<file path="src/u8u16_pkg.sv">
// Shared types and constants for the UTF-8 to UTF-16 transcoder.
package u8u16_pkg;

  // Kind of work handed from the decoder to the emitter
  localparam logic [1:0] KIND_SINGLE = 2'd0;
  localparam logic [1:0] KIND_PAIR   = 2'd1;
  localparam logic [1:0] KIND_ERROR  = 2'd2;

  // Code point limits
  localparam logic [20:0] CP_MIN_3BYTE  = 21'h000800;
  localparam logic [20:0] CP_SURR_LOW   = 21'h00D800;
  localparam logic [20:0] CP_SURR_HIGH  = 21'h00DFFF;
  localparam logic [20:0] CP_MIN_4BYTE  = 21'h010000;
  localparam logic [20:0] CP_MAX        = 21'h10FFFF;

  // Lead byte ranges
  localparam logic [7:0] LEAD2_LOW  = 8'hC2;
  localparam logic [7:0] LEAD2_HIGH = 8'hDF;
  localparam logic [7:0] LEAD3_LOW  = 8'hE0;
  localparam logic [7:0] LEAD3_HIGH = 8'hEF;
  localparam logic [7:0] LEAD4_LOW  = 8'hF0;
  localparam logic [7:0] LEAD4_HIGH = 8'hF4;

  // Surrogate prefixes (top six bits of a high and a low surrogate)
  localparam logic [5:0] HIGH_SURR_PREFIX = 6'b110110;
  localparam logic [5:0] LOW_SURR_PREFIX  = 6'b110111;

  // One queued item of work: a single unit, a surrogate pair or an error
  typedef struct packed {
    logic [1:0]  kind;
    logic        fin;
    logic [15:0] unit_hi;   // single unit, or high surrogate
    logic [15:0] unit_lo;   // low surrogate
  } entry_t;

endpackage

</file>
<file path="src/u8u16_decode.sv">
// Front end: accepts UTF-8 bytes, tracks sequence state and classifies results.
module u8u16_decode (
  input  logic                clk,
  input  logic                rst,
  input  logic                byte_valid,
  output logic                byte_ready,
  input  logic [7:0]          data_byte,
  input  logic                final_byte,
  input  logic                queue_full,
  output logic                push,
  output u8u16_pkg::entry_t   push_entry
);

  logic [20:0] partial_point, partial_point_next;
  logic [1:0]  bytes_due, bytes_due_next;
  logic [1:0]  sequence_length, sequence_length_next;
  logic        discarding, discarding_next;

  logic        accept;
  logic        emit_ok;
  logic        fail;
  logic [20:0] cp;
  logic [20:0] assembled;
  logic [1:0]  due_dec;
  logic [19:0] offset;

  assign byte_ready = !queue_full;
  assign accept     = byte_valid && byte_ready;
  assign assembled  = {partial_point[14:0], data_byte[5:0]};
  assign due_dec    = bytes_due - 2'd1;
  assign offset     = 20'(cp - u8u16_pkg::CP_MIN_4BYTE);

  // Sequence decoding
  always_comb begin
    partial_point_next   = partial_point;
    bytes_due_next       = bytes_due;
    sequence_length_next = sequence_length;
    discarding_next      = discarding;
    emit_ok              = 1'b0;
    fail                 = 1'b0;
    cp                   = 21'd0;

    if (discarding) begin
      if (final_byte) begin
        discarding_next      = 1'b0;
        partial_point_next   = '0;
        bytes_due_next       = '0;
        sequence_length_next = '0;
      end
    end else if (bytes_due == 2'd0) begin
      if (!data_byte[7]) begin
        cp      = {13'd0, data_byte};
        emit_ok = 1'b1;
      end else if (data_byte >= u8u16_pkg::LEAD2_LOW && data_byte <= u8u16_pkg::LEAD2_HIGH) begin
        partial_point_next   = {16'd0, data_byte[4:0]};
        bytes_due_next       = 2'd1;
        sequence_length_next = 2'd1;
        fail                 = final_byte;
      end else if (data_byte >= u8u16_pkg::LEAD3_LOW && data_byte <= u8u16_pkg::LEAD3_HIGH) begin
        partial_point_next   = {17'd0, data_byte[3:0]};
        bytes_due_next       = 2'd2;
        sequence_length_next = 2'd2;
        fail                 = final_byte;
      end else if (data_byte >= u8u16_pkg::LEAD4_LOW && data_byte <= u8u16_pkg::LEAD4_HIGH) begin
        partial_point_next   = {18'd0, data_byte[2:0]};
        bytes_due_next       = 2'd3;
        sequence_length_next = 2'd3;
        fail                 = final_byte;
      end else begin
        fail = 1'b1;
      end
    end else begin
      if (data_byte[7:6] != 2'b10) begin
        fail = 1'b1;
      end else begin
        partial_point_next = assembled;
        bytes_due_next     = due_dec;
        if (due_dec != 2'd0) begin
          fail = final_byte;
        end else begin
          cp = assembled;
          // range checks on the completed code point
          if (sequence_length == 2'd2) begin
            fail = (cp < u8u16_pkg::CP_MIN_3BYTE) ||
                   (cp >= u8u16_pkg::CP_SURR_LOW && cp <= u8u16_pkg::CP_SURR_HIGH);
          end else if (sequence_length == 2'd3) begin
            fail = (cp < u8u16_pkg::CP_MIN_4BYTE) || (cp > u8u16_pkg::CP_MAX);
          end
          emit_ok = !fail;
        end
      end
    end

    // a finished character or an error ends the sequence
    if (emit_ok || fail) begin
      partial_point_next   = '0;
      bytes_due_next       = '0;
      sequence_length_next = '0;
    end
    if (fail) begin
      discarding_next = !final_byte;
    end
  end

  // Queue entry
  always_comb begin
    push_entry.fin     = final_byte;
    push_entry.unit_hi = cp[15:0];
    push_entry.unit_lo = '0;
    if (fail) begin
      push_entry.kind    = u8u16_pkg::KIND_ERROR;
      push_entry.unit_hi = '0;
    end else if (cp[20:16] != 5'd0) begin
      push_entry.kind    = u8u16_pkg::KIND_PAIR;
      push_entry.unit_hi = {u8u16_pkg::HIGH_SURR_PREFIX, offset[19:10]};
      push_entry.unit_lo = {u8u16_pkg::LOW_SURR_PREFIX, offset[9:0]};
    end else begin
      push_entry.kind = u8u16_pkg::KIND_SINGLE;
    end
  end

  assign push = accept && (emit_ok || fail);

  // State registers
  always_ff @(posedge clk) begin
    if (rst) begin
      partial_point   <= '0;
      bytes_due       <= '0;
      sequence_length <= '0;
      discarding      <= 1'b0;
    end else if (accept) begin
      partial_point   <= partial_point_next;
      bytes_due       <= bytes_due_next;
      sequence_length <= sequence_length_next;
      discarding      <= discarding_next;
    end
  end

endmodule

</file>
<file path="src/u8u16_fifo.sv">
// Small register queue of decoded entries between front and back end.
module u8u16_fifo #(
  parameter int DEPTH = 4
) (
  input  logic              clk,
  input  logic              rst,
  input  logic              push,
  input  u8u16_pkg::entry_t push_entry,
  output logic              full,
  input  logic              pop,
  output logic              head_valid,
  output u8u16_pkg::entry_t head_entry
);

  localparam int PTR_W = (DEPTH > 1) ? $clog2(DEPTH) : 1;
  localparam int CNT_W = $clog2(DEPTH + 1);
  localparam logic [PTR_W-1:0] LAST_PTR = PTR_W'(DEPTH - 1);
  localparam logic [CNT_W-1:0] FULL_CNT = CNT_W'(DEPTH);

  u8u16_pkg::entry_t slots [DEPTH];
  logic [PTR_W-1:0]  wr_ptr, rd_ptr;
  logic [CNT_W-1:0]  count;

  assign full       = (count == FULL_CNT);
  assign head_valid = (count != '0);
  assign head_entry = slots[rd_ptr];

  // Storage
  always_ff @(posedge clk) begin
    if (push) begin
      slots[wr_ptr] <= push_entry;
    end
  end

  // Pointers and fill count
  always_ff @(posedge clk) begin
    if (rst) begin
      wr_ptr <= '0;
      rd_ptr <= '0;
      count  <= '0;
    end else begin
      if (push) begin
        wr_ptr <= (wr_ptr == LAST_PTR) ? '0 : wr_ptr + PTR_W'(1);
      end
      if (pop) begin
        rd_ptr <= (rd_ptr == LAST_PTR) ? '0 : rd_ptr + PTR_W'(1);
      end
      if (push && !pop) begin
        count <= count + CNT_W'(1);
      end else if (pop && !push) begin
        count <= count - CNT_W'(1);
      end
    end
  end

endmodule

</file>
<file path="src/u8u16_emit.sv">
// Back end: turns queued entries into UTF-16 result items, one per cycle while out_ready allows.
module u8u16_emit (
  input  logic              clk,
  input  logic              rst,
  input  logic              head_valid,
  input  u8u16_pkg::entry_t head_entry,
  output logic              pop,
  output logic              out_valid,
  input  logic              out_ready,
  output logic [15:0]       code_unit,
  output logic              run_last,
  output logic              error,
  output logic              stream_end
);

  logic        second;      // high surrogate of the head pair already sent
  logic        load;
  logic        take;
  logic [15:0] unit_next;
  logic        last_next, err_next, end_next;

  assign load = !out_valid || out_ready;
  assign take = head_valid && load;
  assign pop  = take && (head_entry.kind != u8u16_pkg::KIND_PAIR || second);

  // Result fields for the head entry
  always_comb begin
    unique case (head_entry.kind)
      u8u16_pkg::KIND_ERROR: begin
        unit_next = '0;
        last_next = 1'b1;
        err_next  = 1'b1;
        end_next  = 1'b1;
      end
      u8u16_pkg::KIND_PAIR: begin
        unit_next = second ? head_entry.unit_lo : head_entry.unit_hi;
        last_next = second;
        err_next  = 1'b0;
        end_next  = second && head_entry.fin;
      end
      default: begin
        unit_next = head_entry.unit_hi;
        last_next = 1'b1;
        err_next  = 1'b0;
        end_next  = head_entry.fin;
      end
    endcase
  end

  // Output register and pair phase
  always_ff @(posedge clk) begin
    if (rst) begin
      out_valid <= 1'b0;
      second    <= 1'b0;
    end else if (load) begin
      out_valid <= head_valid;
      if (take) begin
        second <= (head_entry.kind == u8u16_pkg::KIND_PAIR) && !second;
      end
    end
  end

  always_ff @(posedge clk) begin
    if (take) begin
      code_unit  <= unit_next;
      run_last   <= last_next;
      error      <= err_next;
      stream_end <= end_next;
    end
  end

endmodule

</file>
<file path="src/utf8_to_utf16_transcoder.sv">
// Top level of the UTF-8 to UTF-16 transcoder.
// Takes one UTF-8 byte per cycle and gives UTF-16 code units, one per cycle while
// the receiver is ready. A byte is taken whenever the entry queue between the
// decoder and the output stage has room. A result passes from the decoder through
// the entry queue into the output register. Four-byte characters give a surrogate
// pair, which the output stage sends as two units, but that pair comes from four
// input bytes. The output stage therefore never falls behind a byte a cycle, and
// the input runs back to back for as long as results are drained. The queue fills,
// and s_tready drops, only while the receiver holds the output off.
// An error gives one result with the error flag, then bytes are dropped up to
// and including the one marked final.
module utf8_to_utf16_transcoder #(
  parameter int FIFO_DEPTH = 4
) (
  input  logic        clk,
  input  logic        rst,
  input  logic        s_tvalid,
  output logic        s_tready,
  input  logic [7:0]  s_tdata,    // [7:0] data_byte
  input  logic        s_tlast,    // final_byte
  output logic        m_tvalid,
  input  logic        m_tready,
  output logic [23:0] m_tdata,    // [15:0] code_unit, [16] stream_end, [23:17] zero
  output logic        m_tlast,    // run_last
  output logic        m_tuser     // error
);

  logic              push, pop, full, head_valid;
  u8u16_pkg::entry_t push_entry, head_entry;
  logic [15:0]       code_unit;
  logic              stream_end;

  u8u16_decode u_decode (
    .clk        (clk),
    .rst        (rst),
    .byte_valid (s_tvalid),
    .byte_ready (s_tready),
    .data_byte  (s_tdata),
    .final_byte (s_tlast),
    .queue_full (full),
    .push       (push),
    .push_entry (push_entry)
  );

  u8u16_fifo #(
    .DEPTH (FIFO_DEPTH)
  ) u_fifo (
    .clk        (clk),
    .rst        (rst),
    .push       (push),
    .push_entry (push_entry),
    .full       (full),
    .pop        (pop),
    .head_valid (head_valid),
    .head_entry (head_entry)
  );

  u8u16_emit u_emit (
    .clk        (clk),
    .rst        (rst),
    .head_valid (head_valid),
    .head_entry (head_entry),
    .pop        (pop),
    .out_valid  (m_tvalid),
    .out_ready  (m_tready),
    .code_unit  (code_unit),
    .run_last   (m_tlast),
    .error      (m_tuser),
    .stream_end (stream_end)
  );

  assign m_tdata = {7'd0, stream_end, code_unit};

endmodule

</file>
<file path="config.mk">
export PLATFORM = sky130hd
export DESIGN_NAME = utf8_to_utf16_transcoder
export DESIGN_NICKNAME = d
export VERILOG_FILES = /design/src/u8u16_pkg.sv /design/src/u8u16_decode.sv /design/src/u8u16_fifo.sv /design/src/u8u16_emit.sv /design/src/utf8_to_utf16_transcoder.sv
export SDC_FILE = /design/constraint.sdc
export NUM_CORES = 1
export LEC_CHECK = 0
export BUFFER_PORTS_ARGS = -buffer_cell sky130_fd_sc_hd__clkbuf_2
export CAP_MARGIN = 20
export CORE_ASPECT_RATIO = 0.5
export CORE_MARGIN = 8
export CORE_UTILIZATION = 50
export CTS_CLUSTER_DIAMETER = 120
export DETAILED_ROUTE_END_ITERATION = 16
export PLACE_DENSITY = 0.7
export SLEW_MARGIN = 20
export SYNTH_ARGS = -nofsm -noshare
export SYNTH_HDL_FRONTEND = slang
export SYNTH_HIERARCHICAL = 1
export SYNTH_SLANG_ARGS = --single-unit
export TNS_END_PERCENT = 100
</file>
<file path="constraint.sdc">
create_clock -name clk -period 2.8 [get_ports clk]
set_clock_uncertainty 0.15 [all_clocks]
set_input_delay 0.42 -clock clk [delete_from_list [all_inputs] [get_ports clk]]
set_output_delay 0.42 -clock clk [all_outputs]
set_load 0.005 [all_outputs]
</file>
---- Yosys cells after proc, flatten, opt, wreduce, memory -nomap -nowiden ----
Memory sizes are Yosys's and may differ from the RTL's. A register that Yosys moved wholly into a read port is not among the register bits.
Index checks and enable logic that the tools add are counted.
cells by class
  eq/ne operators ......................... 13
  muxes and demuxes ....................... 65
  reduce and logical (&&, ||, !) cells .... 35
  magnitude comparators ................... 11
  add/subtract/negate cells ............... 6
operators with widths
  cell                                                                  count
  two-way mux 15 bit                                                    9
  two-way mux 21 bit                                                    4
  two-way mux 16 bit                                                    3
  two-way mux 2 bit                                                     17
  two-way mux 32 bit                                                    1
  case mux 16 bit (2 select lines)                                      1
  two-way mux 1 bit                                                     26
  greater-or-equal comparator 8 bit (second input constant)             3
  less-or-equal comparator 8 bit (second input constant)                3
  greater-or-equal comparator 21 x 16 -> 1 bit (second input constant)  1
  greater-than comparator 21 bit (second input constant)                1
  less-or-equal comparator 21 x 16 -> 1 bit (second input constant)     1
  less-than comparator 21 x 12 -> 1 bit (second input constant)         1
  less-than comparator 21 x 17 -> 1 bit (second input constant)         1
  subtractor 20 x 17 -> 20 bit (second input constant)                  1
  logical AND 1 bit                                                     12
  equality test 2 bit (second input constant)                           5
  AND reduction 5 bit                                                   2
  nonzero test 5 bit                                                    2
  nonzero test 3 bit                                                    3
  zero test 1 bit                                                       7
  two-way mux 7 bit                                                     1
  two-way mux 3 bit                                                     2
  inequality test 6 x 5 -> 1 bit (second input constant)                1
  16 further kinds                                                      22
storage, ports and cells
  bits in registers ....................... 48
  logic and storage cells ................. 144
  bits in writable memories ............... 140
  memories kept ........................... 1
memory list
  name          words  width  read ports  clocked after memory_dff  write ports  RTL line          source
  u_fifo.slots  4      35     1           1                         1            u8u16_fifo.sv:20  u8u16_pkg::entry_t slots [DEPTH];

---- Logic depth before layout (Yosys ltp) ----
Gate-level depths: netlist (run 1).
  depth in word-level cells ............... 19
  mapped depth ............................ 13

---- By module ----
The synthesis (run 1) kept the hierarchy.
modules (own cells, without submodules)
  module                    seq. area each (um2)  cells each  area an instance (um2)  times used
  u8u16_fifo                4,384.2               227         5,544.1                 1
  u8u16_decode              400.4                 210         1,458.9                 1
  u8u16_emit                610.6                 60          918.4                   1
  utf8_to_utf16_transcoder  0.0                   9           63.8                    1

---- Worst setup path before layout (run 1) ----
No wires, ideal clock.
  path kind ............................... register -> register
  from .................................... reg u_decode.partial_point[8]
  to ...................................... mem u_fifo/slots[0][0] (netlist name) (enable)
  setup time .............................. 0.395 ns
  path buffers ............................ 0
  period minus slack after synthesis ...... 3.085 ns
  setup slack ............................. -0.285 ns
  data arrival time ....................... 2.540 ns
  data required time ...................... 2.255 ns
  cell stages (with the launch flop) ...... 8
  path through ............................ dfxtp_1 or4_1 a21oi_1 o211a_2 a211oi_4 o21ai_0 and2_1 and2_1
on the way
  longest elaborated chain between the ends .. 17
  elaborated cells on any way between the ends .. 27
  those cells by class .................... order compare: 5; mux: 16; reduce/logical: 6
ends and longest elaborated chain
  item                                                           RTL line                                source
  start: declaration                                             u8u16_decode.sv:14                      logic [20:0] partial_point, partial_point_next;
  start signal: assignment                                       u8u16_decode.sv:132                     partial_point <= partial_point_next;
  less-than comparator 21 x 17 -> 1 bit (tied with other cells)  u8u16_decode.sv:87                      fail = (cp < u8u16_pkg::CP_MIN_4BYTE) || (cp > u8u16_pkg::CP_MAX);
  logical OR 1 bit or logical AND 1 bit (tied branches)          u8u16_decode.sv:87, u8u16_decode.sv:85
  two-way mux 1 bit or logical OR 1 bit (tied branches)          u8u16_decode.sv:86, u8u16_decode.sv:84
  two-way mux 1 bit (*)                                          u8u16_decode.sv:83                      if (sequence_length == 2'd2) begin
  two-way mux 1 bit (*)                                          u8u16_decode.sv:78                      if (due_dec != 2'd0) begin
  two-way mux 1 bit (*)                                          u8u16_decode.sv:73                      if (data_byte[7:6] != 2'b10) begin
  two-way mux 1 bit (*)                                          u8u16_decode.sv:50                      end else if (bytes_due == 2'd0) begin
  two-way mux 1 bit (*)                                          u8u16_decode.sv:43                      if (discarding) begin
  (+2 left out)                                                  -
  two-way mux 1 bit                                              u8u16_decode.sv:73
  two-way mux 1 bit                                              u8u16_decode.sv:50
  two-way mux 1 bit                                              u8u16_decode.sv:43
  logical OR 1 bit (*)                                           u8u16_decode.sv:122                     assign push = accept && (emit_ok || fail);
  logical AND 1 bit (*)                                          u8u16_decode.sv:122
  via push                                                       utf8_to_utf16_transcoder.sv:28          logic push, pop, full, head_valid;
  two-way mux 1 bit (*)                                          u8u16_fifo.sv:30                        if (push) begin
  two-way mux 1 bit (implied by the code) (*)                    u8u16_fifo.sv:31                        slots[wr_ptr] <= push_entry;
  end: declaration                                               u8u16_fifo.sv:20
Mark *: on every way through the listed nets, which the timed path passes. The rest lies on a longest branch. The select of a mux whose other input is x is not followed.

---- Worst setup path after layout (run 1) ----
  from .................................... reg u_decode.partial_point[8]
  to ...................................... reg u_fifo.count[2]
on the way
  longest elaborated chain between the ends .. 18
  elaborated cells on any way between the ends .. 30
  those cells by class .................... order compare: 5; mux: 15; reduce/logical: 10
ends and longest elaborated chain
  item                                                           RTL line                                source
  less-than comparator 21 x 17 -> 1 bit (tied with other cells)  u8u16_decode.sv:87
  logical OR 1 bit or logical AND 1 bit (tied branches)          u8u16_decode.sv:87, u8u16_decode.sv:85
  two-way mux 1 bit or logical OR 1 bit (tied branches)          u8u16_decode.sv:86, u8u16_decode.sv:84
  two-way mux 1 bit (*)                                          u8u16_decode.sv:83
  two-way mux 1 bit (*)                                          u8u16_decode.sv:78
  two-way mux 1 bit (*)                                          u8u16_decode.sv:73
  two-way mux 1 bit (*)                                          u8u16_decode.sv:50
  two-way mux 1 bit (*)                                          u8u16_decode.sv:43
  (+3 left out)                                                  -
  two-way mux 1 bit                                              u8u16_decode.sv:50
  two-way mux 1 bit                                              u8u16_decode.sv:43
  logical OR 1 bit (*)                                           u8u16_decode.sv:122
  logical AND 1 bit (*)                                          u8u16_decode.sv:122
  via push                                                       utf8_to_utf16_transcoder.sv:28
  zero test 1 bit                                                u8u16_fifo.sv:50                        end else if (pop && !push) begin
  logical AND 1 bit                                              u8u16_fifo.sv:50
  nonzero test 2 bit (no source line)                            -
  end signal: assignment                                         u8u16_fifo.sv:49                        count <= count + CNT_W'(1);
  end signal: assignment                                         u8u16_fifo.sv:51                        count <= count - CNT_W'(1);
  end: declaration                                               u8u16_fifo.sv:22                        logic [CNT_W-1:0] count;
Marked as above.
A chain may end at the register's enable or synchronous reset.

==> impl_metrics.env, run 1 <==
export IMPL_antenna_left=0
export IMPL_num_antenna_cells=0
export IMPL_io_buffers=33
export IMPL_finalMaxSlewViolations=0
export IMPL_ys_async_sr_fraction=0
export IMPL_finalPower_mw=8.384
export IMPL_die_h_um=105.4
export IMPL_synth_cell_type_count=56
export IMPL_numClockSinks=190
export IMPL_grt_usage=0.1554
export IMPL_synth_top_cells_by_count="edfxtp_1, nor2_1, dfxtp_1"
export IMPL_worst_path_max_fanout=2
export IMPL_cts_setup_buffers=0
export IMPL_required_ns=3.00
export IMPL_coreArea_um2=15490
export IMPL_fmax_ghz=0.3546
export IMPL_drive_above_1_share=0.2867
export IMPL_pwr_density_cell_nw_per_um2=911.5
export IMPL_synth_area_per_cell_um2=15.78
export IMPL_netlist_area_um2=7985
export IMPL_cp_arrival_ns=3.02
export IMPL_cts_tree="done"
export IMPL_dp_hpwl_um=9889
export IMPL_die_area_um2=20520
export IMPL_area_growth_pct=15.18
export IMPL_vias=4475
export IMPL_place_gp_congestion=0.8948
export IMPL_wirelength_um=15830
export IMPL_clk_latency_ns=0.42
export IMPL_grt_max_degree=36
export IMPL_final_area_um2=9198
export IMPL_overflow=0
export IMPL_place_area_um2=8564
export IMPL_pre_cts_slack_ns=-0.1736
export IMPL_post_route_min_period_ns=2.820
export IMPL_grt_pass1_vias=4441
export IMPL_violations="setup timing"
export IMPL_drc=0
export IMPL_synth_ff_type="edfxtp_1"
export IMPL_postLayoutSetupSlackWorst_ns=-0.01971
export IMPL_critPathKind="reg2reg"
export IMPL_final_hold_viol_count=0
export IMPL_cts_buffer_depth=2
export IMPL_p_leak_nw=3.237
export IMPL_cp_end_kind="flip-flop"
export IMPL_netlist_instances=506
export IMPL_die_w_um=194.7
export IMPL_slew_headroom=0.3978
export IMPL_worst_slew_pin_slew_ns=0.9023
export IMPL_yosys_cell_count_top_type="edfxtp_1"
export IMPL_min_path_type="in2reg"
export IMPL_rsz0062_at_grt="yes"
export IMPL_holdWs_ns=0.1814
export IMPL_wl_per_cell_um=20.21
export IMPL_synth_area_leaders="edfxtp_1, mux4_2, dfxtp_1, a22o_1, nor2_1"
export IMPL_layout_cells_non_filler=783
export IMPL_outcome="complete, but fails checks"
export IMPL_setup_tns_final_ns=-0.01971
export IMPL_ys_warnings_count=6
export IMPL_finalSetupViolCount=1
export IMPL_htreeDepth=4
export IMPL_cts_buffers=17
export IMPL_ios=41
export IMPL_antenna_found_initial=0
export IMPL_fin_util=0.5936
export IMPL_clk_pin_slew_worst_paths_ns=0.06
export IMPL_drv_cap=0
export IMPL_synth_edf_count=159
export IMPL_synth_top_area_share=0.5979
export IMPL_post_route_period_util=1.007
export IMPL_vdd_ir_drop_max_mv=0.3748
export IMPL_finalNetCount=591
export IMPL_yosysTopAreaCell="edfxtp_1"
export IMPL_cp_start_kind="flip-flop"
export IMPL_cts_root_buffer="clkbuf_16"
export IMPL_ys_seq_area_frac=0.6757
export IMPL_via_per_inst=5.715
export IMPL_grt_pass1_wl_um=24720
export IMPL_dr_pass1_iters=5
export IMPL_dp_cells=752
export IMPL_ys_seq_elements=190
export IMPL_floorplan_initialDensity=0.5153
export IMPL_detailedRoute_firstIterationViolations=417
export IMPL_rows=32
## power by group
part	internal, mW	leakage, nW	switching, mW
combinational	1.06	1.21	1.19
clock	1.41	0.292	1.00
sequential	3.58	1.73	0.138
total	6.05	3.24	2.33
## critical path, stage by stage (launching register included)
cell      delay, ns
dfxtp_2        0.32
or4_4          0.54
a21oi_4        0.14
o211a_4        0.19
a211oi_4       0.06
o21ai_2        0.12
and2_4         0.16
ha_4           0.13
inv_2          0.03
fa_2           0.33
xor2_1         0.15
or3_1          0.33
a21oi_2        0.12
## state kept, by name, summed over array words and instances (netlist names), 2 cells and up, named ones only
register	cells
u_decode/bytes_due	2
u_decode/partial_point	15
u_decode/sequence_length	2
u_emit/code_unit	16
u_fifo/count	3
u_fifo/rd_ptr	2
u_fifo/slots	140
u_fifo/wr_ptr	2
## layer usage
layer / routed length, um / global-route usage
met1: 7544 / 0.2232
met2: 7015 / 0.2323
met3: 1008 / 0.02793
met4: 260 / 0.06396
met5: 0 / 0
## cell usage in the layout (no fill, tap or decap), types with 8 or more instances in the layout
master / count
clkbuf_16: 17
nand3_1: 17
nand2_1: 25
mux4_2: 30
clkbuf_2: 33
edfxtp_1: 159
conb_1: 8
a22o_1: 21
dfxtp_1: 28
buf_4: 40
ha_1: 8
a21oi_1: 22
inv_1: 13
nor2_1: 37
## timing repair
action / CTS / global route
pin swaps: 3 / 3
hold buffers: 0 / 0
resized for setup: 4 / 6
setup endpoints to repair: 1 / 2
## path summary, 6_finish.rpt
kind / start / endpoint / slack [ns] / cells past startpoint
worst max register to register: u_decode/partial_point[8] / u_fifo/count[2] / -0.02 / 12
worst min-delay path: s_tlast / u_fifo/slots[2][32] / 0.18 / 1
worst max-delay path: u_decode/partial_point[8] / u_fifo/count[2] / -0.02 / 12
worst min register to register: u_decode/sequence_length[1] / u_decode/sequence_length[1] / 0.31 / 2
## cell type report
cell class,instances,area [um^2]
Timing Repair Buffer,78,565.5
Sequential cell,190,5399
Multi-Input combinational cell,265,2330
Inverter,15,56.30
Fill cell,1150,6297
Clock inverter,12,158.9
Tap cell,204,255.2
Clock buffer,19,432.9
## cell families after synthesis
family,Yosys count,share of synthesized area
flops,190,0.6757
buf+inv,57,0.04481
fa+ha+maj,11,0.01818
xor+xnor,3,0.003291
other cells,2,0.0009405
simple gates,124,0.07725
mux,40,0.1073
compound gates,79,0.07255
Note: power is estimated with default switching activity, not from simulation.
==> run 2: changes to the inputs <==
--- a/config.mk
+++ b/config.mk
@@ -5,6 +5,7 @@
 export SDC_FILE = /design/constraint.sdc
 export NUM_CORES = 1
 export LEC_CHECK = 0
+export ABC_AREA = 1
 export BUFFER_PORTS_ARGS = -buffer_cell sky130_fd_sc_hd__clkbuf_2
 export CAP_MARGIN = 20
 export CORE_ASPECT_RATIO = 0.5
==> run 2 against run 1 <==
Effect of this change: the flow now finishes without violations; sequential share of layout area is 0.15 points lower; first-iteration DRC count is 47% higher; design area is 0.26% higher; hold slack worse by 0.077 ns; core utilization is 2.7 points lower; global-route usage is 2.2 points higher; sequential power is 4% higher; cell count is 32% higher; critical path depth is 5 higher; worst setup slack better by 0.21 ns; total power is 11% higher; largest cell class unchanged; highest routed layer unchanged.
==> impl_metrics.env, run 2 <==
export IMPL_outcome="finished clean"
export IMPL_required_ns=2.98
export IMPL_drive_above_1_share=0.1524
export IMPL_ys_seq_elements=190
export IMPL_post_route_min_period_ns=2.608
export IMPL_die_w_um=197.6
export IMPL_detailedRoute_firstIterationViolations=615
export IMPL_p_leak_nw=3.620
export IMPL_top_register="u_fifo/slots"
export IMPL_worst_slew_pin_slew_ns=0.6042
export IMPL_finalMaxSlewViolations=0
export IMPL_cp_start_kind="flip-flop"
export IMPL_cp_end_kind="flip-flop"
export IMPL_rows=33
export IMPL_synth_area_per_cell_um2=10.82
export IMPL_num_antenna_cells=0
export IMPL_die_area_um2=21100
export IMPL_slew_headroom=0.5972
export IMPL_cts_root_buffer="clkbuf_16"
export IMPL_post_route_period_util=0.9314
export IMPL_worst_path_max_fanout=15
export IMPL_yosys_cell_count_top_type="edfxtp_1"
export IMPL_reg_top3="u_fifo/slots x140, u_emit/code_unit x16, u_decode/partial_point x15"
export IMPL_drv_cap=0
export IMPL_antenna_found_initial=0
export IMPL_grt_pass1_wl_um=29130
export IMPL_wl_per_cell_um=18.03
export IMPL_synth_top_cells_by_count="edfxtp_1, nor2_1, nand2_1"
export IMPL_numClockSinks=190
export IMPL_dr_pass1_iters=6
export IMPL_synth_edf_count=159
export IMPL_pwr_density_cell_nw_per_um2=1008
export IMPL_area_growth_pct=11.85
export IMPL_vdd_ir_drop_max_mv=0.4506
export IMPL_ys_seq_area_frac=0.6544
export IMPL_drc=0
export IMPL_ys_async_sr_fraction=0
export IMPL_ys_warnings_count=6
export IMPL_layout_commonest_cell="edfxtp_1"
export IMPL_cts_buffer_depth=2
export IMPL_setup_tns_final_ns=0
export IMPL_final_hold_viol_count=0
export IMPL_cts_tree="done"
export IMPL_antenna_left=0
export IMPL_finalSetupViolCount=0
export IMPL_postLayoutSetupSlackWorst_ns=0.1922
export IMPL_grt_max_degree=57
export IMPL_rsz0062_at_grt="no"
export IMPL_synth_ff_type="edfxtp_1"
export IMPL_synth_cell_type_count=36
export IMPL_coreArea_um2=16270
export IMPL_place_gp_congestion=0.9164
export IMPL_vias=5746
export IMPL_yosysTopAreaCell="edfxtp_1"
export IMPL_clk_latency_ns=0.43
export IMPL_io_buffers=33
export IMPL_synth_area_leaders="edfxtp_1, dfxtp_1, nor2_1, nand2_1, o21ai_0"
export IMPL_via_per_inst=5.557
export IMPL_dp_hpwl_um=11450
export IMPL_finalNetCount=818
export IMPL_netlist_instances=762
export IMPL_critPathKind="reg2reg"
export IMPL_grt_pass1_vias=5431
export IMPL_fmax_ghz=0.3835
export IMPL_clk_pin_slew_worst_paths_ns=0.07
export IMPL_min_path_type="in2reg"
export IMPL_die_h_um=106.8
export IMPL_largest_reg_flops=140
export IMPL_layout_common_cells="edfxtp_1, nor2_1, nand2_1"
export IMPL_cts_buffers=17
export IMPL_floorplan_initialDensity=0.5068
export IMPL_htreeDepth=4
export IMPL_pre_cts_slack_ns=0.1332
export IMPL_ios=41
export IMPL_grt_usage=0.1777
export IMPL_overflow=0
export IMPL_cp_arrival_ns=2.79
export IMPL_synth_top_area_share=0.5791
export IMPL_finalPower_mw=9.291
export IMPL_netlist_area_um2=8244
export IMPL_wirelength_um=18640
==> run 2: routing by layer <==
| metal | vias up | track usage | share of wire |
|---|---|---|---|
| met5 | - | 0 | 0 |
| met4 | 0 | 0.05935 | 0.011 |
| met3 | 26 | 0.03689 | 0.088 |
| met2 | 238 | 0.2759 | 0.45 |
| met1 | 2789 | 0.2477 | 0.45 |
| li1 | 2693 | - | - |
==> run 2: metrics by stage <==
| step | cell area (um^2) | cells | utilization | hold slack (ns) |
|---|---|---|---|---|
| global route | 9221 | 1034 | 0.5668 | 0.1136 |
| floorplan | 8282 | 768 | - | 0.2968 |
| CTS | 9199 | 1032 | 0.5655 | 0.1000 |
| global placement | 8583 | 1000 | 0.5276 | 0.3163 |
| detailed placement | 8583 | 1000 | 0.5276 | 0.3206 |
| finish | 9221 | 1034 | 0.5668 | 0.1041 |
==> run 2: cell families after synthesis <==
kind of cell,after synthesis,share of synthesized area
other,2,0.0009109
DFF,190,0.6544
buffers and inverters,103,0.06769
and+or+nand+nor,288,0.1457
adders and majority gates,11,0.01761
AOI/OAI and AO/OA,167,0.1126
xor gates and xnor gates,1,0.001063
==> run 2: worst paths after layout <==
path,startpoint,endpoint,slack [ns],cells after the start
max reg2reg,flip-flop,u_fifo/count[2],0.19,17
min reg2reg,u_decode/partial_point[3],u_decode/partial_point[9],0.33,2
max,flip-flop,u_fifo/count[2],0.19,17
min,s_tvalid,u_decode/discarding,0.10,3
==> run 2: repair_timing <==
| item | in CTS | in global routing |
|---|---|---|
| hold buffers | 0 | 0 |
| resized for setup | 0 | 4 |
| hold endpoints to repair | 0 | 0 |
| endpoints found under the setup margin | 0 | 2 |
| setup buffers | 0 | 2 |
==> run 2: cell type report <==
type	count	area, um^2
tap	227	284.0
sequential	190	5399
inverter	55	226.5
clock buffer	17	425.4
clock inverter	15	190.2
multi-input combinational	475	2316
timing repair buffer	55	380.4
fill	1322	7047
==> run 2: report_power, final <==
part | internal (mW) | switching [mW]
Sequential | 3.69 | 0.194
Combinational | 0.911 | 2.06
Clock | 1.22 | 1.21
==> run 2: critical path: stages, from the launching register on <==
cell and delay (ns):
dfxtp_4 0.39, inv_6 0.11, o21ai_0 0.09, o22ai_1 0.21, ha_2 0.23, nand2_2 0.11
nand3_1 0.13, inv_1 0.07, inv_2 0.07, ha_1 0.16, inv_1 0.07, fa_1 0.38
inv_1 0.08, nand2_1 0.06, nand3_1 0.07, nand2_1 0.05, inv_1 0.05, nor2_1 0.04
